--- src/rtl/core/i2csrf_pkg.sv ---
// ============================================================================
// i2csrf_pkg
// Types and constants shared by the slave bus register file core.
// ============================================================================
package i2csrf_pkg;

  // Bus and local event codes carried in the input tuser field
  typedef enum logic [2:0] {
    MODE_TX_MATCH = 3'd0,
    MODE_RX_MATCH = 3'd1,
    MODE_BYTE_RX  = 3'd2,
    MODE_TX_REQ   = 3'd3,
    MODE_STOP     = 3'd4,
    MODE_TX_DONE  = 3'd5,
    MODE_LOC_WR   = 3'd6,
    MODE_LOC_RD   = 3'd7
  } mode_e;

  // Frame layout: [op, address, length or data...]
  localparam int unsigned HDR_OP       = 0;
  localparam int unsigned HDR_ADDR     = 1;
  localparam int unsigned HDR_LEN      = 2;
  localparam int unsigned HDR_MIN_LEN  = 3;
  localparam int unsigned WF_DATA_OFS  = 2;
  localparam logic [7:0]  FRAME_READ   = 8'd0;
  localparam logic [7:0]  FRAME_WRITE  = 8'd1;

  // Stream payload widths
  localparam int unsigned IN_DATA_W  = 16;
  localparam int unsigned RES_W      = 18;
  localparam int unsigned OUT_DATA_W = 24;

  // Control of the shared index/address unit
  typedef struct packed {
    logic load;
    logic advance;
  } step_ctrl_t;

  // Status of the shared index/address unit
  typedef struct packed {
    logic more;
    logic in_reg;
    logic in_motion;
  } step_stat_t;

endpackage

--- src/rtl/core/i2csrf_regfile.sv ---
// ============================================================================
// i2csrf_regfile
// Byte register file: one write port, one registered read port, and a valid
// bit per entry so that entries never written read as zero after reset.
// ============================================================================
module i2csrf_regfile #(
  parameter  int unsigned REG_COUNT = 32,
  localparam int unsigned RA_W      = $clog2(REG_COUNT)
) (
  input  logic            clk_i,
  input  logic            rst_ni,
  input  logic            wr_en_i,
  input  logic [RA_W-1:0] wr_addr_i,
  input  logic [7:0]      wr_data_i,
  input  logic            rd_en_i,
  input  logic [RA_W-1:0] rd_addr_i,
  input  logic            rd_ok_i,
  output logic [7:0]      rd_data_o
);

  logic [7:0]           mem_q [REG_COUNT];
  logic [REG_COUNT-1:0] valid_q;
  logic [7:0]           raw_q;
  logic                 hit_q;

  // Store write data
  always_ff @(posedge clk_i) begin
    if (wr_en_i) begin
      mem_q[wr_addr_i] <= wr_data_i;
    end
  end

  // Mark written entries
  always_ff @(posedge clk_i or negedge rst_ni) begin
    if (!rst_ni) begin
      valid_q <= '0;
    end else if (wr_en_i) begin
      valid_q[wr_addr_i] <= 1'b1;
    end
  end

  // Register read data
  always_ff @(posedge clk_i) begin
    if (rd_en_i) begin
      raw_q <= mem_q[rd_addr_i];
    end
  end

  // Register hit: in range and written since reset
  always_ff @(posedge clk_i or negedge rst_ni) begin
    if (!rst_ni) begin
      hit_q <= 1'b0;
    end else if (rd_en_i) begin
      hit_q <= rd_ok_i && valid_q[rd_addr_i];
    end
  end

  assign rd_data_o = hit_q ? raw_q : 8'h00;

endmodule

--- src/rtl/core/i2csrf_fbuf.sv ---
// ============================================================================
// i2csrf_fbuf
// Frame buffer: byte memory with one write port and one registered read port.
// ============================================================================
module i2csrf_fbuf #(
  parameter  int unsigned BUFFER_DEPTH = 32,
  localparam int unsigned BA_W         = $clog2(BUFFER_DEPTH)
) (
  input  logic            clk_i,
  input  logic            wr_en_i,
  input  logic [BA_W-1:0] wr_addr_i,
  input  logic [7:0]      wr_data_i,
  input  logic            rd_en_i,
  input  logic [BA_W-1:0] rd_addr_i,
  output logic [7:0]      rd_data_o
);

  logic [7:0] mem_q [BUFFER_DEPTH];
  logic [7:0] rd_q;

  // Store write data
  always_ff @(posedge clk_i) begin
    if (wr_en_i) begin
      mem_q[wr_addr_i] <= wr_data_i;
    end
  end

  // Register read data
  always_ff @(posedge clk_i) begin
    if (rd_en_i) begin
      rd_q <= mem_q[rd_addr_i];
    end
  end

  assign rd_data_o = rd_q;

endmodule

--- src/rtl/core/i2csrf_step.sv ---
// ============================================================================
// i2csrf_step
// Shared index/address unit: an index counter with a loop limit, one adder
// that forms base + index, and the range compares used by every block loop.
// ============================================================================
module i2csrf_step
  import i2csrf_pkg::*;
#(
  parameter int unsigned IDX_W        = 6,
  parameter int unsigned SUM_W        = 9,
  parameter int unsigned REG_COUNT    = 32,
  parameter int unsigned MOTION_COUNT = 8
) (
  input  logic             clk_i,
  input  logic             rst_ni,
  input  step_ctrl_t       ctrl_i,
  input  logic [IDX_W-1:0] start_i,
  input  logic [IDX_W-1:0] limit_i,
  input  logic [SUM_W-1:0] base_i,
  output logic [IDX_W-1:0] idx_o,
  output logic [SUM_W-1:0] sum_o,
  output step_stat_t       stat_o
);

  logic [IDX_W-1:0] idx_q;
  logic [IDX_W-1:0] limit_q;
  logic [SUM_W-1:0] base_q;
  logic [SUM_W-1:0] sum;

  // Load a new loop or advance the index
  always_ff @(posedge clk_i or negedge rst_ni) begin
    if (!rst_ni) begin
      idx_q   <= '0;
      limit_q <= '0;
      base_q  <= '0;
    end else if (ctrl_i.load) begin
      idx_q   <= start_i;
      limit_q <= limit_i;
      base_q  <= base_i;
    end else if (ctrl_i.advance) begin
      idx_q   <= idx_q + 1'b1;
    end
  end

  // Form the address and compare it against the register regions
  assign sum              = base_q + SUM_W'(idx_q);
  assign stat_o.more      = idx_q < limit_q;
  assign stat_o.in_reg    = sum < SUM_W'(REG_COUNT);
  assign stat_o.in_motion = sum < SUM_W'(MOTION_COUNT);

  assign idx_o = idx_q;
  assign sum_o = sum;

endmodule

--- src/rtl/core/i2c_slave_register_file_core.sv ---
// ============================================================================
// i2c_slave_register_file_core
// Slave bus event handler in front of a byte register file.
// ============================================================================
// Each input transaction is one event (tuser) with a data byte and a local
// register index (tdata), and yields exactly one result transaction. The
// block takes one event at a time; s_axis_tready is high only while idle, but
// a finished result may still wait in the output register on m_axis_tready.
// A tx match or stop is turned away before its header is fetched when fewer
// than three bytes are held, or, for a stop, when the write frame is too long.
// Block copies run through one shared index/address unit and the register
// file and frame buffer, each with one write and one read port; a copied byte
// takes a read state and a write state, and a cleared register one state.
module i2c_slave_register_file_core
  import i2csrf_pkg::*;
#(
  parameter int unsigned REG_COUNT    = 32,
  parameter int unsigned MOTION_COUNT = 8,
  parameter int unsigned BUFFER_DEPTH = 32
) (
  input  logic                  clk_i,
  input  logic                  rst_ni,
  input  logic                  s_axis_tvalid,
  output logic                  s_axis_tready,
  // [7:0] data_byte, [12:8] reg_addr, [15:13] zero
  input  logic [IN_DATA_W-1:0]  s_axis_tdata,
  // [2:0] mode
  input  logic [2:0]            s_axis_tuser,
  output logic                  m_axis_tvalid,
  input  logic                  m_axis_tready,
  // [7:0] tx_byte, [8] tx_valid, [9] config_updated, [17:10] read_data,
  // [23:18] zero
  output logic [OUT_DATA_W-1:0] m_axis_tdata
);

  localparam int unsigned RA_W  = $clog2(REG_COUNT);
  localparam int unsigned BA_W  = $clog2(BUFFER_DEPTH);
  localparam int unsigned LEN_W = $clog2(BUFFER_DEPTH + 1);
  localparam int unsigned SUM_W = ((LEN_W > 8) ? LEN_W : 8) + 1;
  localparam int unsigned CHK_W = SUM_W + 1;

  typedef enum logic [13:0] {
    ST_IDLE    = 14'b00000000000001,
    ST_HDR0    = 14'b00000000000010,
    ST_HDR1    = 14'b00000000000100,
    ST_HDR2    = 14'b00000000001000,
    ST_HDR3    = 14'b00000000010000,
    ST_SNAP_RD = 14'b00000000100000,
    ST_SNAP_WR = 14'b00000001000000,
    ST_CLR     = 14'b00000010000000,
    ST_WF_RD   = 14'b00000100000000,
    ST_WF_WR   = 14'b00001000000000,
    ST_TX_RD   = 14'b00010000000000,
    ST_TX_CAP  = 14'b00100000000000,
    ST_LOC_CAP = 14'b01000000000000,
    ST_EMIT    = 14'b10000000000000
  } state_e;

  state_e state_q, state_d;

  // Architectural state
  logic [LEN_W-1:0] fl_q, fl_d;
  logic [LEN_W-1:0] send_q, send_d;
  logic [7:0]       read_base_q, read_base_d;

  // Per-event working registers
  mode_e      mode_q, mode_d;
  logic [7:0] b0_q, b0_d;
  logic [7:0] b1_q, b1_d;
  logic [7:0] res_tx_q, res_tx_d;
  logic       res_txv_q, res_txv_d;
  logic       res_upd_q, res_upd_d;
  logic [7:0] res_rd_q, res_rd_d;

  // Output register
  logic             m_valid_q, m_valid_d;
  logic [RES_W-1:0] m_data_q, m_data_d;

  // Input fields
  mode_e      in_mode;
  logic [7:0] in_data;
  logic [4:0] in_addr;
  logic       in_addr_ok;

  // Memory ports
  logic            buf_we, buf_re;
  logic [BA_W-1:0] buf_wa, buf_ra;
  logic [7:0]      buf_wd, buf_rd;
  logic            reg_we, reg_re, reg_ok;
  logic [RA_W-1:0] reg_wa, reg_ra;
  logic [7:0]      reg_wd, reg_rd;

  // Shared unit ports
  step_ctrl_t       step_ctrl;
  step_stat_t       step_stat;
  logic [LEN_W-1:0] step_start, step_limit, step_idx;
  logic [SUM_W-1:0] step_base, step_sum;

  // Frame checks
  logic             wf_len_ok;
  logic [SUM_W-1:0] snap_len_w;
  logic [LEN_W-1:0] snap_len;

  assign in_mode    = mode_e'(s_axis_tuser);
  assign in_data    = s_axis_tdata[7:0];
  assign in_addr    = s_axis_tdata[12:8];
  assign in_addr_ok = SUM_W'(in_addr) < SUM_W'(REG_COUNT);

  assign wf_len_ok  = (CHK_W'(fl_q) + CHK_W'(MOTION_COUNT))
                      < CHK_W'(REG_COUNT + HDR_MIN_LEN);
  assign snap_len_w = (SUM_W'(buf_rd) > SUM_W'(BUFFER_DEPTH)) ?
                      SUM_W'(BUFFER_DEPTH) : SUM_W'(buf_rd);
  assign snap_len   = LEN_W'(snap_len_w);

  assign s_axis_tready = (state_q == ST_IDLE);
  assign m_axis_tvalid = m_valid_q;
  assign m_axis_tdata  = {{(OUT_DATA_W - RES_W){1'b0}}, m_data_q};

  // Sequence the event handling
  always_comb begin
    state_d     = state_q;
    fl_d        = fl_q;
    send_d      = send_q;
    read_base_d = read_base_q;
    mode_d      = mode_q;
    b0_d        = b0_q;
    b1_d        = b1_q;
    res_tx_d    = res_tx_q;
    res_txv_d   = res_txv_q;
    res_upd_d   = res_upd_q;
    res_rd_d    = res_rd_q;
    m_valid_d   = m_valid_q;
    m_data_d    = m_data_q;
    buf_we      = 1'b0;
    buf_wa      = '0;
    buf_wd      = '0;
    buf_re      = 1'b0;
    buf_ra      = '0;
    reg_we      = 1'b0;
    reg_wa      = '0;
    reg_wd      = '0;
    reg_re      = 1'b0;
    reg_ra      = '0;
    reg_ok      = 1'b0;
    step_ctrl   = '0;
    step_start  = '0;
    step_limit  = '0;
    step_base   = '0;

    // Drop the output once taken
    if (m_valid_q && m_axis_tready) begin
      m_valid_d = 1'b0;
    end

    unique case (state_q)
      ST_IDLE: begin
        if (s_axis_tvalid) begin
          mode_d    = in_mode;
          res_tx_d  = 8'h00;
          res_txv_d = 1'b0;
          res_upd_d = 1'b0;
          res_rd_d  = 8'h00;
          state_d   = ST_EMIT;
          unique case (in_mode)
            MODE_TX_MATCH: begin
              if (fl_q >= LEN_W'(HDR_MIN_LEN)) begin
                state_d = ST_HDR0;
              end
            end
            MODE_RX_MATCH: begin
              fl_d = '0;
            end
            MODE_BYTE_RX: begin
              if (fl_q < LEN_W'(BUFFER_DEPTH)) begin
                buf_we = 1'b1;
                buf_wa = fl_q[BA_W-1:0];
                buf_wd = in_data;
                fl_d   = fl_q + 1'b1;
              end
            end
            MODE_TX_REQ: begin
              if (fl_q > send_q) begin
                state_d = ST_TX_RD;
              end else begin
                // Clear the motion registers covered by the last snapshot
                step_ctrl.load = 1'b1;
                step_start     = '0;
                step_limit     = fl_q;
                step_base      = SUM_W'(read_base_q);
                state_d        = ST_CLR;
              end
            end
            MODE_STOP: begin
              if (fl_q >= LEN_W'(HDR_MIN_LEN) && wf_len_ok) begin
                state_d = ST_HDR0;
              end
            end
            MODE_TX_DONE: begin
              res_txv_d = 1'b1;
            end
            MODE_LOC_WR: begin
              reg_we = in_addr_ok;
              reg_wa = RA_W'(in_addr);
              reg_wd = in_data;
            end
            MODE_LOC_RD: begin
              reg_re  = 1'b1;
              reg_ra  = RA_W'(in_addr);
              reg_ok  = in_addr_ok;
              state_d = ST_LOC_CAP;
            end
          endcase
        end
      end

      // Fetch the frame header one byte a cycle
      ST_HDR0: begin
        buf_re  = 1'b1;
        buf_ra  = BA_W'(HDR_OP);
        state_d = ST_HDR1;
      end
      ST_HDR1: begin
        buf_re  = 1'b1;
        buf_ra  = BA_W'(HDR_ADDR);
        b0_d    = buf_rd;
        state_d = ST_HDR2;
      end
      ST_HDR2: begin
        buf_re  = 1'b1;
        buf_ra  = BA_W'(HDR_LEN);
        b1_d    = buf_rd;
        state_d = ST_HDR3;
      end
      ST_HDR3: begin
        state_d = ST_EMIT;
        if (mode_q == MODE_TX_MATCH) begin
          if (b0_q == FRAME_READ) begin
            read_base_d    = b1_q;
            fl_d           = snap_len;
            send_d         = '0;
            step_ctrl.load = 1'b1;
            step_start     = '0;
            step_limit     = snap_len;
            step_base      = SUM_W'(b1_q);
            state_d        = ST_SNAP_RD;
          end
        end else begin
          if (b0_q == FRAME_WRITE && SUM_W'(b1_q) >= SUM_W'(MOTION_COUNT)
              && SUM_W'(b1_q) < SUM_W'(REG_COUNT)) begin
            res_upd_d      = 1'b1;
            step_ctrl.load = 1'b1;
            step_start     = LEN_W'(WF_DATA_OFS);
            step_limit     = fl_q;
            step_base      = SUM_W'(b1_q) - SUM_W'(WF_DATA_OFS);
            state_d        = ST_WF_RD;
          end
        end
      end

      // Snapshot registers into the buffer
      ST_SNAP_RD: begin
        if (step_stat.more) begin
          reg_re  = 1'b1;
          reg_ra  = step_sum[RA_W-1:0];
          reg_ok  = step_stat.in_reg;
          state_d = ST_SNAP_WR;
        end else begin
          state_d = ST_EMIT;
        end
      end
      ST_SNAP_WR: begin
        buf_we            = 1'b1;
        buf_wa            = step_idx[BA_W-1:0];
        buf_wd            = reg_rd;
        step_ctrl.advance = 1'b1;
        state_d           = ST_SNAP_RD;
      end

      // Zero the motion registers that were read, then empty the buffer
      ST_CLR: begin
        if (step_stat.more) begin
          reg_we            = step_stat.in_motion && step_stat.in_reg;
          reg_wa            = step_sum[RA_W-1:0];
          reg_wd            = 8'h00;
          step_ctrl.advance = 1'b1;
        end else begin
          fl_d    = '0;
          send_d  = '0;
          state_d = ST_EMIT;
        end
      end

      // Copy write frame data into the config region
      ST_WF_RD: begin
        if (step_stat.more) begin
          buf_re  = 1'b1;
          buf_ra  = step_idx[BA_W-1:0];
          state_d = ST_WF_WR;
        end else begin
          state_d = ST_EMIT;
        end
      end
      ST_WF_WR: begin
        reg_we            = step_stat.in_reg;
        reg_wa            = step_sum[RA_W-1:0];
        reg_wd            = buf_rd;
        step_ctrl.advance = 1'b1;
        state_d           = ST_WF_RD;
      end

      // Send the next buffer byte
      ST_TX_RD: begin
        buf_re  = 1'b1;
        buf_ra  = send_q[BA_W-1:0];
        state_d = ST_TX_CAP;
      end
      ST_TX_CAP: begin
        res_tx_d  = buf_rd;
        res_txv_d = 1'b1;
        send_d    = send_q + 1'b1;
        state_d   = ST_EMIT;
      end

      ST_LOC_CAP: begin
        res_rd_d = reg_rd;
        state_d  = ST_EMIT;
      end

      // Hand the result to the output register once it is free
      ST_EMIT: begin
        if (!m_valid_q || m_axis_tready) begin
          m_valid_d = 1'b1;
          m_data_d  = {res_rd_q, res_upd_q, res_txv_q, res_tx_q};
          state_d   = ST_IDLE;
        end
      end

      default: begin
        state_d = ST_IDLE;
      end
    endcase
  end

  // Control and architectural state
  always_ff @(posedge clk_i or negedge rst_ni) begin
    if (!rst_ni) begin
      state_q     <= ST_IDLE;
      fl_q        <= '0;
      send_q      <= '0;
      read_base_q <= 8'h00;
      m_valid_q   <= 1'b0;
    end else begin
      state_q     <= state_d;
      fl_q        <= fl_d;
      send_q      <= send_d;
      read_base_q <= read_base_d;
      m_valid_q   <= m_valid_d;
    end
  end

  // Payload registers
  always_ff @(posedge clk_i) begin
    mode_q    <= mode_d;
    b0_q      <= b0_d;
    b1_q      <= b1_d;
    res_tx_q  <= res_tx_d;
    res_txv_q <= res_txv_d;
    res_upd_q <= res_upd_d;
    res_rd_q  <= res_rd_d;
    m_data_q  <= m_data_d;
  end

  i2csrf_regfile #(
    .REG_COUNT (REG_COUNT)
  ) u_regfile (
    .clk_i     (clk_i),
    .rst_ni    (rst_ni),
    .wr_en_i   (reg_we),
    .wr_addr_i (reg_wa),
    .wr_data_i (reg_wd),
    .rd_en_i   (reg_re),
    .rd_addr_i (reg_ra),
    .rd_ok_i   (reg_ok),
    .rd_data_o (reg_rd)
  );

  i2csrf_fbuf #(
    .BUFFER_DEPTH (BUFFER_DEPTH)
  ) u_fbuf (
    .clk_i     (clk_i),
    .wr_en_i   (buf_we),
    .wr_addr_i (buf_wa),
    .wr_data_i (buf_wd),
    .rd_en_i   (buf_re),
    .rd_addr_i (buf_ra),
    .rd_data_o (buf_rd)
  );

  i2csrf_step #(
    .IDX_W        (LEN_W),
    .SUM_W        (SUM_W),
    .REG_COUNT    (REG_COUNT),
    .MOTION_COUNT (MOTION_COUNT)
  ) u_step (
    .clk_i   (clk_i),
    .rst_ni  (rst_ni),
    .ctrl_i  (step_ctrl),
    .start_i (step_start),
    .limit_i (step_limit),
    .base_i  (step_base),
    .idx_o   (step_idx),
    .sum_o   (step_sum),
    .stat_o  (step_stat)
  );

endmodule

--- config.mk ---
export PLATFORM = sky130hd
export DESIGN_NAME = i2c_slave_register_file_core
export DESIGN_NICKNAME = d
export VERILOG_FILES = /design/src/rtl/core/i2csrf_pkg.sv /design/src/rtl/core/i2csrf_regfile.sv /design/src/rtl/core/i2csrf_fbuf.sv /design/src/rtl/core/i2csrf_step.sv /design/src/rtl/core/i2c_slave_register_file_core.sv
export SDC_FILE = /design/constraint.sdc
export NUM_CORES = 1
export LEC_CHECK = 0
export BUFFER_PORTS_ARGS = -buffer_cell sky130_fd_sc_hd__clkbuf_2
export CORE_UTILIZATION = 45
export CTS_CLUSTER_DIAMETER = 100
export CTS_CLUSTER_SIZE = 10
export DETAILED_ROUTE_END_ITERATION = 8
export HOLD_SLACK_MARGIN = 0.03
export PLACE_DENSITY_LB_ADDON = 0.1
export SYNTH_ARGS = -nofsm -noshare
export SYNTH_HDL_FRONTEND = slang
export SYNTH_SLANG_ARGS = --single-unit
export TNS_END_PERCENT = 100
--- constraint.sdc ---
create_clock -name clk_i -period 3.7 [get_ports clk_i]
set_input_delay 0.185 -clock clk_i [delete_from_list [all_inputs] [get_ports clk_i]]
set_output_delay 0.185 -clock clk_i [all_outputs]
set_load 0.005 [all_outputs]
======== Word-level counts from Yosys, hierarchy flattened ========
Memories as Yosys holds them, arrays and structs flattened. A register that Yosys moved wholly into a read port is not among the register bits.
Cells that the tools add are included.
cells by class
  add/subtract/negate cells ............... 6
  bitwise operators ....................... 1
  multiplexer cells ....................... 108
  reduce and logical (&&, ||, !) cells .... 30
  magnitude comparators ................... 13
  shifts and indexed selects .............. 0
  divide/modulo/power cells ............... 0
  equal/unequal tests ..................... 31
  $mul .................................... 0
operator list
  cell                                                    count
  case mux 14 bit (13 select lines)                       1
  2-to-1 mux 14 bit                                       10
  2-to-1 mux 6 bit                                        16
  2-to-1 mux 8 bit                                        11
  case mux 8 bit (2 select lines)                         4
  case mux 14 bit (4 select lines)                        1
  2-to-1 mux 5 bit                                        9
  case mux 6 bit (3 select lines)                         2
  OR 32 bit                                               1
  2-to-1 mux 1 bit                                        30
  case mux 6 bit (2 select lines)                         2
  case mux 5 bit (2 select lines)                         2
  case mux 5 bit (4 select lines)                         1
  adder 6 x 1 -> 6 bit (second input constant)            3
  2-to-1 mux 9 bit                                        2
  case mux 9 bit (2 select lines)                         1
  case mux 1 bit (2 select lines)                         8
  case mux 5 bit (3 select lines)                         1
  equality test 14 x 1 -> 1 bit (second input constant)   1
  equality test 14 x 10 -> 1 bit (second input constant)  1
  equality test 14 x 11 -> 1 bit (second input constant)  1
  equality test 14 x 12 -> 1 bit (second input constant)  1
  equality test 14 x 13 -> 1 bit (second input constant)  1
  equality test 14 bit (second input constant)            1
  other kinds (48)                                        78
word-level totals
  input bits .............................. 23
  RAM bits ................................ 512
  logic and storage cells ................. 209
  memory bits (read-only) ................. 0
  memories ................................ 2
  bits in registers ....................... 144
  bits in latches ......................... 0
memories
  memory           depth  bits a word  read ports  clocked after memory_dff  wr ports  line                  source
  u_fbuf.mem_q     32     8            1           1                         1         i2csrf_fbuf.sv:18     logic [7:0] mem_q [BUFFER_DEPTH];
  u_regfile.mem_q  32     8            1           1                         1         i2csrf_regfile.sv:21  logic [7:0] mem_q [REG_COUNT];

======== Depth between registers and ports, before layout ========
Gate-level depths: netlist of the first run.
  depth in word-level cells ............... 9
  mapped depth ............................ 14
  mapped depth without buffers ............ 11

======== Cells and area by module ========
A second synthesis of the first run with hierarchy kept.
second synthesis, totals
  cell total of the unflattened synthesis .. 1508
  area total of the unflattened synthesis .. 27746.6 um2
modules (own cells, without submodules)
  module                        cells an instance  instances  area an instance (um2)
  i2csrf_regfile                523                1          11532.3
  i2csrf_fbuf                   417                1          10133.5
  i2c_slave_register_file_core  429                1          4732.0
  i2csrf_step                   139                1          1348.8

======== Worst setup path before layout of the first run ========
No wires, ideal clock.
  kind .................................... register to register
  start point ............................. register state_q[11]
  end point ............................... memory u_fbuf.mem_q[0][0], data pin
  path buffers ............................ 2
  arrival time ............................ 3.207 ns
  stages on the path, launching flop included .. 6
  clock period less this slack ............ 3.661 ns
  required time ........................... 3.246 ns
  slack ................................... 0.039 ns
  library setup time ...................... 0.454 ns
  path through ............................ dfrtp_1 > or4_1 > buf_2 > or4_1 > clkbuf_1 > o21ai_0
between the ends
  longest elaborated chain between the ends .. 2
RTL lines
  element                                                                                line                                 source
  from (decl)                                                                            i2c_slave_register_file_core.sv:59   state_e state_q, state_d;
  from (signal assigned)                                                                 i2c_slave_register_file_core.sv:353  state_q <= state_d;
  equality test 14 x 7 -> 1 bit / equality test 14 x 1 -> 1 bit (equally long branches)  i2c_slave_register_file_core.sv:155  unique case (state_q)
  case mux 8 bit (2 select lines) *                                                      i2c_slave_register_file_core.sv:155
  net buf_wd[0]                                                                          i2c_slave_register_file_core.sv:88   logic [7:0] buf_wd, buf_rd;
  to (decl)                                                                              i2csrf_fbuf.sv:18
Mark *: on every way through the listed nets, which the timed path passes. The rest lies on a longest branch.

======== Worst setup path after layout of the first run ========
  start point ............................. register u_step.idx_q[4] (netlist: u_step.idx_o[4])
  end point ............................... register u_regfile.raw_q[0], read port of u_regfile.mem_q, data pin
between the ends
  longest elaborated chain between the ends .. 3
RTL lines
  element                                                                                    line                                  source
  from (decl)                                                                                i2csrf_step.sv:25                     logic [IDX_W-1:0] idx_q;
  from (signal assigned)                                                                     i2csrf_step.sv:37                     idx_q <= start_i;
  from (signal assigned)                                                                     i2csrf_step.sv:41                     idx_q <= idx_q + 1'b1;
  adder 9 x 6 -> 9 bit / < comparator 6 bit (equally long branches)                          i2csrf_step.sv:46, i2csrf_step.sv:47
  2-to-1 mux 5 bit / 2-to-1 mux 1 bit (equally long branches)                                i2c_slave_register_file_core.sv:262   if (step_stat.more) begin
  case mux 5 bit (2 select lines) / case mux 1 bit (2 select lines) (equally long branches)  i2c_slave_register_file_core.sv:155
  to (decl)                                                                                  i2csrf_regfile.sv:23                  logic [7:0] raw_q;
Parallel ways exist; a longest one is shown, timed or not.
A chain may end at the register's enable or synchronous reset.

==> reports/qor.yml, run 1 <==
grt_setup_unrepaired: "no"
busiest_layer: "met2"
synth_xor_area_frac: 0.00424
cts_root_buf: "clkbuf_16"
timing.final.crit_period_ns: 3.58
grt_util_met2: 0.408
die-area_sq_um: 65400
setup-violations-final: 0
grt_max_degree: 73
synth-compound-area-share: 0.116
p_per_area_nw_per_um2: 506
h-tree-depth: 3
clk_pin_slew_ns: 0.06
die_w_microns: 256
final_cell_mix: "583 x edfxtp_1, 266 x nand2_1, 238 x buf_4, 140 x nor2_1, 98 x mux2i_1"
row_count: 92
p_leak_nw: 12.9
io_pins: 49
fin_skew_ns: 0.0408
ys.flop_type: "edfxtp_1"
fin_cells: 3302
grtUsageMet3: 0.0369
hold_class: "in -> reg"
drc: 0
cts_tree: "yes"
syn_avg_cell_area_sq_um: 13.3
clock_path_buffers: 3
vdd_drop_max_mv: 0.397
p_total_mw: 17.2
ys_seq_area_frac: 0.682
startpoint_type: "flop"
gp_congestion: 0.971
rr_startpoint: "u_step.idx_o[4]"
crit_path_top_delay_cell: "dfrtp_1"
critPathMaxFanout: 12
wire_per_inst_microns: 26.2
status: "completed"
synth_area_sq_um: 29000
yosysUniqueCellTypes: 89
layout.nets: 2468
cp_data_required_time_ns: 4.06
drt-total-wl_microns: 86700
synthAdderAreaFrac: 0.00977
dp.cells: 3182
place_ws_ns: -0.419
die_h_microns: 256
postRouteAntennaNets: 0
grt_pass1_wl_microns: 127000
drv_cap: 0
synthSimpleGateAreaFrac: 0.129
drt_iter0_drc: 2107
core_area_sq_um: 63300
numCtsBuffers: 77
synthCells: 2171
grt_pass1_vias: 19300
tightest_slew_ns: 1.12
post-route-period-util: 0.967
grt_overflow: 0
relSlewSlack: 0.256
cp.arrival_ns: 3.94
clk_latency_ns: 0.64
muxShareOfSynthArea: 0.0370
cp_common_cell: "buf_4"
fin_ws_ns: 0.123
max_freq_mhz: 280
layout-drive-gt1-share: 0.180
min_from: "s_axis_tvalid"
synthArstFlopShare: 0.132
hold_violations: 0
end_kind: "flop"
worstSetupStartpoint: "u_step.idx_o[4]"
syn_to_final_growth_pct: 17.7
dr.pass1.iters: 6
io_buffers: 39
slew_violations: 0
final_common_cell: "edfxtp_1"
slowest_delay_ns: 0.44
via_per_inst: 6.02
ys_ff_latch: 672
synth_warnings: 0
grt_use_met1: 0.373
synth-edff-count: 583
clock-sinks: 672
post-dp-hpwl_microns: 59600
crit_type: "reg -> reg"
n_fill_cell: 5328
synth_top_family_by_area: "simple AND/OR/NAND/NOR gates"
vias: 19900
cp_cell_sequence: "ha_1, a21o_1, a21o_1, a21oi_1, buf_4, a31oi_4, buf_4, a211oi_1, o21ai_0, buf_4, a22oi_2, nand3_1"
antenna_found_initial: 3
grt_usage: 0.262
initial_core_util: 0.457
==> power by group <==
group	switching, mW	internal (mW)	total, mW
sequential	0.122	8.42	8.55
combinational	1.26	0.677	1.93
clock	2.95	3.82	6.76
==> metrics by stage <==
step	hold WS [ns]	cell area, sq um	setup TNS, ns	utilization
detailed placement	0.406	31700	-0.814	0.501
CTS	0.0337	34000	0	0.537
global placement	0.403	31700	-0.582	0.501
finish	0.0658	34100	0	0.538
floorplan	-0.111	29000	0	-
global route	0.104	34100	0	0.538
==> worst paths after layout <==
| path | cells past startpoint | endpoint | slack (ns) |
|---|---|---|---|
| setup / recovery | 12 | u_regfile.raw_q[0] | 0.12 |
| hold / removal | 3 | state_q[0] | 0.07 |
| setup reg to reg | 12 | u_regfile.raw_q[0] | 0.12 |
| min in group asynchronous | 2 | read_base_q[5] | 0.27 |
| hold reg to reg | 0 | m_data_q[6] | 0.42 |
| max in group asynchronous | 3 | u_regfile.valid_q[7] | 2.55 |
==> cell families after synthesis <==
family	count (synthesis)
compound gates	453
other cells	1
xor+xnor	14
buf+inv	155
simple gates	748
mux	106
flops	672
fa+ha+maj	22
==> cell type report <==
| type | count | area, sq um | share of cell area |
|---|---|---|---|
| clock inverters | 7 | 113 | 0.00331 |
| repair buffers | 290 | 2210 | 0.0648 |
| well taps | 846 | 1060 | 0.0311 |
| flip-flops and latches | 672 | 19700 | 0.579 |
| diodes | 1 | 2.50 | 0.0000735 |
| inverters | 32 | 120 | 0.00353 |
| clock buffers | 104 | 2030 | 0.0595 |
| multi-input cells | 1350 | 8800 | 0.258 |
==> state kept, by name, indices dropped and copies added (netlist names), 3 cells and up <==
register and cells:
u_fbuf.mem_q 256, res_rd_q 8, state_q 14, b1_q 8, u_fbuf.rd_data_o 8, u_step.base_q 9
read_base_q 8, send_q 6, res_tx_q 8, m_data_q 18, fl_q 6, u_regfile.raw_q 8
u_regfile.valid_q 32, mode_q 3, u_step.limit_q 6, b0_q 8, u_step.idx_o 6, u_regfile.mem_q 256
==> routing by layer <==
metal / vias to the layer above / part of all wire
li1: 8894 / -
met1: 10000 / 0.44
met2: 762 / 0.46
met3: 159 / 0.067
met4: 0 / 0.033
met5: - / 0
==> cells in the mapped netlist, types with 30 or more instances <==
cell / n / area (sq um)
or2_1: 30 / 188
nand4_1: 41 / 257
mux2i_1: 98 / 981
nand2_1: 267 / 1000
o21ai_0: 64 / 320
nor2_1: 141 / 529
buf_2: 33 / 165
and3_1: 84 / 526
edfxtp_1: 583 / 17500
inv_1: 30 / 113
dfrtp_1: 88 / 2200
and2_1: 31 / 194
clkbuf_1: 72 / 270
a21oi_1: 44 / 220
nand3_1: 52 / 260
a32oi_1: 42 / 368
a211oi_1: 80 / 601
==> worst max-delay path, delay by kind of cell, from the launching register on <==
family | cells | cell delay, ns
flops | 1 | 0.44
simple gates | 1 | 0.11
buf+inv | 3 | 0.62
fa+ha+maj | 1 | 0.35
compound gates | 7 | 1.80
==> timing repair <==
item,CTS,global route
pin swaps,0,3
hold endpoints to repair,77,0
gates cloned,0,1
buffers inserted,0,2
resized for setup,9,14
endpoints found under the setup margin,10,171
hold buffers,5,0
Power figures use the tool's default switching activity.
==> inputs of run 2 (changes only) <==
- ABC_AREA: unset -> 1
==> reports/qor.yml, run 2 <==
status: "completed"
p_per_area_nw_per_um2: 525  # +3.7%
synth_xor_area_frac: 0.00409  # -0.000149
via_per_inst: 5.27  # -12%
synth_top_area_cell: "edfxtp_1"
synthCells: 2842  # +31%
setup-violations-final: 0  # unchanged
post-dp-hpwl_microns: 49300  # -17%
vdd_drop_max_mv: 0.334  # -16%
cp-endpoint: "u_fbuf.mem_q[2][3]"
grt_setup_unrepaired: "no"
end_kind: "flop"
slew_violations: 0  # unchanged
timing.final.crit_period_ns: 3.51  # -0.0628 ns
postRouteAntennaNets: 0  # unchanged
io_pins: 49  # unchanged
ys_seq_area_frac: 0.658  # -0.0239
tns_ns: 0  # unchanged
synth-compound-area-share: 0.0603  # -0.0555
r2r_end: "u_fbuf.mem_q[2][3]"
power.switching_mw: 4.73  # +9.4%
power.internal_mw: 13.2  # +2.4%
syn_to_final_growth_pct: 14.0
syn_avg_cell_area_sq_um: 10.6  # -21%
clock_path_buffers: 3  # unchanged
wire_per_inst_microns: 19.8  # -25%
synth_area_sq_um: 30000  # +3.6%
cp_data_required_time_ns: 3.94  # -0.12 ns
grt_max_degree: 145  # +99%
cp_cell_sequence: "nor2_2, nand2_1, inv_1, nand2_4, nor2_8, nand2_4, inv_2, nand3_1, inv_1, nand3_1, o21ai_0, a21oi_1, nand2_1, nor2_1"
h-tree-depth: 3  # unchanged
layout.nets: 3027  # +23%
reg2reg_depth: 14  # +2
clk_pin_slew_ns: 0.06  # about the same
ys_ff_latch: 672  # unchanged
cp_num_cells: 14  # +2
yosys-top-cells-count: "742 x nand2_1, 583 x edfxtp_1, 406 x nand3_1, 353 x inv_1, 158 x nor2_1"
critPathMaxFanout: 8  # -4
vias: 20500  # +3.0%
numCtsBuffers: 77  # unchanged
synth_most_common_cell: "nand2_1"
die_h_microns: 260  # +1.8%
relSlewSlack: 0.418  # +0.162
clock-sinks: 672  # unchanged
final_cell_mix: "742 x nand2_1, 583 x edfxtp_1, 406 x nand3_1, 353 x inv_1, 157 x nor2_1"
final_core_util: 0.520  # -0.0186
switching_share: 0.263  # +0.0126
core_area_sq_um: 65900  # +4.0%
n_fill_cell: 5820  # +9.2%
cts_tree: "yes"
hold_violations: 0  # unchanged
antenna_cells: 0  # -1
layout-drive-gt1-share: 0.115  # -0.0659
synth_top_family_by_area: "simple AND/OR/NAND/NOR gates"
p_clk_frac: 0.378  # -0.014
clk_latency_ns: 0.63  # about the same
crit_buf_inv: 3  # unchanged
die-area_sq_um: 67700  # +3.6%
max_freq_mhz: 285  # +1.8%
synth-edff-count: 583  # unchanged
drc: 0  # unchanged
dr.pass1.iters: 5  # -1
crit_path_top_delay_cell: "nor2_1"
p_comb_frac: 0.129  # +0.017
ys.flop_type: "edfxtp_1"
final_common_cell: "nand2_1"
initial_core_util: 0.456  # -0.00173
drt_iter0_drc: 1527  # -28%
grt_pass1_vias: 19900  # +2.9%
die_w_microns: 260  # +1.8%
drv_cap: 0  # unchanged
cts_root_buf: "clkbuf_16"
slowest_delay_ns: 0.68  # +0.24 ns
cts_setup_buffers: 0  # unchanged
synth_top_area_frac: 0.583  # -0.0212
muxShareOfSynthArea: 0  # -0.0370
grt_pass1_wl_microns: 117000  # -8.1%
hold_class: "in -> async"
grt_usage: 0.230  # -0.0322
p_leak_nw: 14.0  # +8.4%
fin_skew_ns: 0.0353  # -0.00553 ns
crit_type: "reg -> reg"
synthSimpleGateAreaFrac: 0.199  # +0.0705
synthAdderAreaFrac: 0.00942  # -0.000343
synth_area_leaders: "edfxtp_1 58%, nand2_1 9.3%, dfrtp_1 7.3%"
worstSetupStartpoint: "state_q[5]"
antenna_found_initial: 1  # -2
path_delay_family: "simple AND/OR/NAND/NOR gates"
cp.arrival_ns: 3.76  # -0.18 ns
rr_startpoint: "state_q[5]"
startpoint_type: "flop"
seqPwrFrac: 0.493  # -0.003
whs_ns: 0.151  # +0.0850 ns
io_buffers: 39  # unchanged
gp_congestion: 0.926  # -4.6%
yosysUniqueCellTypes: 57  # -36%
synthArstFlopShare: 0.132  # unchanged
post-route-period-util: 0.950  # -0.0170
rrSetupSlack_ns: 0.19  # +0.06 ns
grt_overflow: 0  # unchanged
drt-total-wl_microns: 76900  # -11%
synth_warnings: 0  # unchanged
top_regs: "u_fbuf.mem_q (256), u_regfile.mem_q (256), u_regfile.valid_q (32)"
p_total_mw: 18.0  # +4.1%
fin_ws_ns: 0.186  # +0.0628 ns
tightest_slew_ns: 0.872  # -0.244 ns
row_count: 94  # +2.2%
place_ws_ns: 0.336  # +0.755 ns
-- run 2: repair_timing --
action,in CTS,in global routing
hold buffers,6,0
resized for setup,0,0
setup endpoints to repair,0,0
hold endpoints to repair,52,0
-- run 2: cell type report --
| type | instances | area [sq um] | share of cell area |
|---|---|---|---|
| inverter | 376 | 1420 | 0.0414 |
| clock buffer | 112 | 2100 | 0.0614 |
| clock inverter | 5 | 61.3 | 0.00179 |
| multi-input combinational | 1677 | 8430 | 0.246 |
| sequential | 672 | 19700 | 0.577 |
| timing repair buffer | 178 | 1390 | 0.0407 |
| tap | 864 | 1080 | 0.0316 |
-- run 2: kinds of logic (layout without fill, tap and decap cells) --
group	Yosys count	after routing
other	1	6
adder cells (fa/ha/maj)	22	22
AND/OR/NAND/NOR	1381	1381
XOR/XNOR	14	14
AO/OA/AOI/OAI	254	254
flip-flops	672	672
buffers and inverters	498	671
-- run 2: stage by stage --
step | instance area, sq um | cells
global route | 34200 | 3884
finish | 34200 | 3884
detailed placement | 32000 | 3761
floorplan | 30000 | 2847
CTS | 34200 | 3884
global placement | 32000 | 3761
-- run 2: power by group through the flow --
stage,registers [mW],clock network [mW],logic (mW)
finish,8.86,6.78,2.32
global route,8.88,7.20,2.56
CTS,8.85,6.93,2.32
detailed placement,9.00,0,2.30
global placement,9.00,0,2.26
floorplan,8.91,0,1.51
-- run 2: worst min path at each step --
stage                 from             to  slack [ns]  depth (start not counted)
floorplan           rst_ni        fl_q[0]       -0.11                          0
detailed placement  rst_ni  m_axis_tvalid        0.30                          1
global route        rst_ni     state_q[1]        0.20                          2
finish              rst_ni     state_q[1]        0.15                          2
global placement    rst_ni  m_axis_tvalid        0.29                          1
CTS                 rst_ni     state_q[1]        0.18                          2
-- run 2: per-layer routing --
metal  up-vias  GRT usage  routed length [microns]
li1       9857          -                        -
met4         0     0.0752                     1970
met2       571      0.365                    35500
met5         -          0                        0
met1      9913      0.325                    35000
met3       124     0.0335                     4440
==> inputs of run 3 (changes only) <==
- PLACE_DENSITY: unset -> 0.74
- PLACE_DENSITY_LB_ADDON: 0.1 -> unset
==> reports/qor.yml, run 3 (synthesis gave the netlist of run 2 again) <==
fin_ws_ns: 0.368  # +0.182 ns
grt_setup_unrepaired: "no"
cp.arrival_ns: 3.81  # +0.05 ns
end_kind: "flop"
hold_violations: 0  # unchanged
layout.nets: 3019  # -0.26%
hold_class: "in -> reg"
timing.final.crit_period_ns: 3.33  # -0.182 ns
antenna_found_initial: 0  # -1
via_per_inst: 5.35  # +1.5%
final_area_sq_um: 34200  # -0.15%
h-tree-depth: 3  # unchanged
drt-total-wl_microns: 72000  # -6.3%
post-dp-hpwl_microns: 45000  # -8.7%
grt_overflow: 0  # unchanged
layout-drive-gt1-share: 0.113  # -0.00195
power.switching_mw: 4.76  # +0.64%
vias: 20800  # +1.5%
io_pins: 49  # unchanged
vdd_drop_max_mv: 0.308  # -7.8%
die_w_microns: 260  # unchanged
cts_tree: "yes"
post-route-period-util: 0.900  # -0.0493
final_common_cell: "nand2_1"
status: "completed"
fin_cells: 3883  # -0.026%
cp_data_required_time_ns: 4.18  # +0.24 ns
drc: 0  # unchanged
crit_type: "reg -> reg"
antenna_cells: 0  # unchanged
clock-sinks: 672  # unchanged
crit_path_top_delay_cell: "buf_12"
clk_pin_slew_ns: 0.06  # about the same
wire_per_inst_microns: 18.6  # -6.3%
die-area_sq_um: 67700  # unchanged
drv_cap: 0  # unchanged
slew_violations: 0  # unchanged
dp.cells: 3753  # -0.21%
grt_max_degree: 145  # unchanged
max_freq_mhz: 300  # +5.5%
startpoint_type: "flop"
power.internal_mw: 13.2  # -0.12%
clock_path_buffers: 3  # unchanged
top_regs: "u_fbuf.mem_q (256), u_regfile.mem_q (256), u_regfile.valid_q (32)"
tns_ns: 0  # unchanged
clk_latency_ns: 0.63  # about the same
tightest_slew_ns: 1.05  # +0.177 ns
dpl-instance-area_sq_um: 31900  # -0.30%
cp_common_cell: "nand2_1"
relSlewSlack: 0.300  # -0.118
p_comb_frac: 0.127  # -0.002
dr.pass1.iters: 6  # +1
critPathMaxFanout: 144  # +136
core_area_sq_um: 65900  # unchanged
seqPwrFrac: 0.492  # about the same
initial_core_util: 0.456  # unchanged
io_buffers: 39  # unchanged
row_count: 94  # unchanged
slowest_delay_ns: 0.51  # -0.17 ns
cts_root_buf: "clkbuf_16"
grt_pass1_vias: 19700  # -0.72%
final_cell_mix: "742 x nand2_1, 583 x edfxtp_1, 406 x nand3_1, 353 x inv_1, 156 x nor2_1"
whs_ns: 0.183  # +0.0322 ns
place_ws_ns: 0.426  # +0.0895 ns
drt_iter0_drc: 2073  # +36%
fin_skew_ns: 0.0235  # -0.0118 ns
switching_share: 0.265  # +0.00148
p_leak_nw: 13.9  # -0.28%
setup-violations-final: 0  # unchanged
p_per_area_nw_per_um2: 526  # +0.22%
postRouteAntennaNets: 0  # unchanged
p_clk_frac: 0.380  # +0.002
cp_cell_sequence: "ha_1, nand2_1, nand2_1, nand2_1, nand2_1, a21oi_1, nand3_2, nand2_4, buf_12, nand2_1, nand3_1, a21o_1, nand3_1, nand2_1, nand2_1, nand2_1"
grt_usage: 0.214  # -0.0162
syn_to_final_growth_pct: 13.9
numCtsBuffers: 77  # unchanged
die_h_microns: 260  # unchanged
gp_congestion: 0.912  # -1.6%
grt_pass1_wl_microns: 111000  # -5.6%
run 3: what timing repair did:
action	4_1_cts	5_1_grt
setup buffers	0	0
hold buffers	6	0
endpoints found under the hold margin	74	0
resized for setup	0	0
run 3: path summary, 6_finish.rpt:
kind,from,cells past startpoint,end,slack (ns)
setup reg to reg,u_step.idx_o[3],16,u_regfile.raw_q[7],0.37
max in group asynchronous,rst_ni,3,state_q[0],2.61
hold / removal,s_axis_tdata[9],7,u_regfile.valid_q[30],0.18
min in group asynchronous,rst_ni,2,send_q[5],0.19
hold reg to reg,res_txv_q,0,m_data_q[8],0.42
setup / recovery,u_step.idx_o[3],16,u_regfile.raw_q[7],0.37
run 3: per-stage QoR:
step	utilization	total power [mW]
finish	0.519	18.0
global route	0.519	18.6
CTS	0.519	18.0
detailed placement	0.484	11.3
global placement	0.484	11.2
floorplan	-	10.4
run 3: worst max-delay path: cells and delay by family, from the launching register on:
kind	cells	cell delay, ns
fa+ha+maj	1	0.35
buf+inv	1	0.51
compound gates	2	0.50
flops	1	0.46
simple gates	12	1.29
run 3: layer usage:
metal  vias up  GRT usage  part of all wire
met5         -          0                 0
met1      9866      0.292              0.42
met2       912      0.334              0.46
met3       162     0.0425             0.086
met4         0     0.0895             0.034
li1       9825          -                 -
run 3: final cells by class:
class                   count  area, sq um
clock buffers             116         2090
clock inverters             8          113
fillers                  5573        31700
inverters                 376         1420
multi-input cells        1677         8430
flip-flops and latches    672        19700
well taps                 864         1080
repair buffers            170         1300
run 3: power by group through the flow:
stage | Combinational [mW] | Clock (mW) | Sequential (mW)
global placement | 2.21 | 0 | 8.98
global route | 2.53 | 7.18 | 8.88
CTS | 2.28 | 6.89 | 8.84
detailed placement | 2.26 | 0 | 8.99
finish | 2.29 | 6.83 | 8.85
floorplan | 1.51 | 0 | 8.91
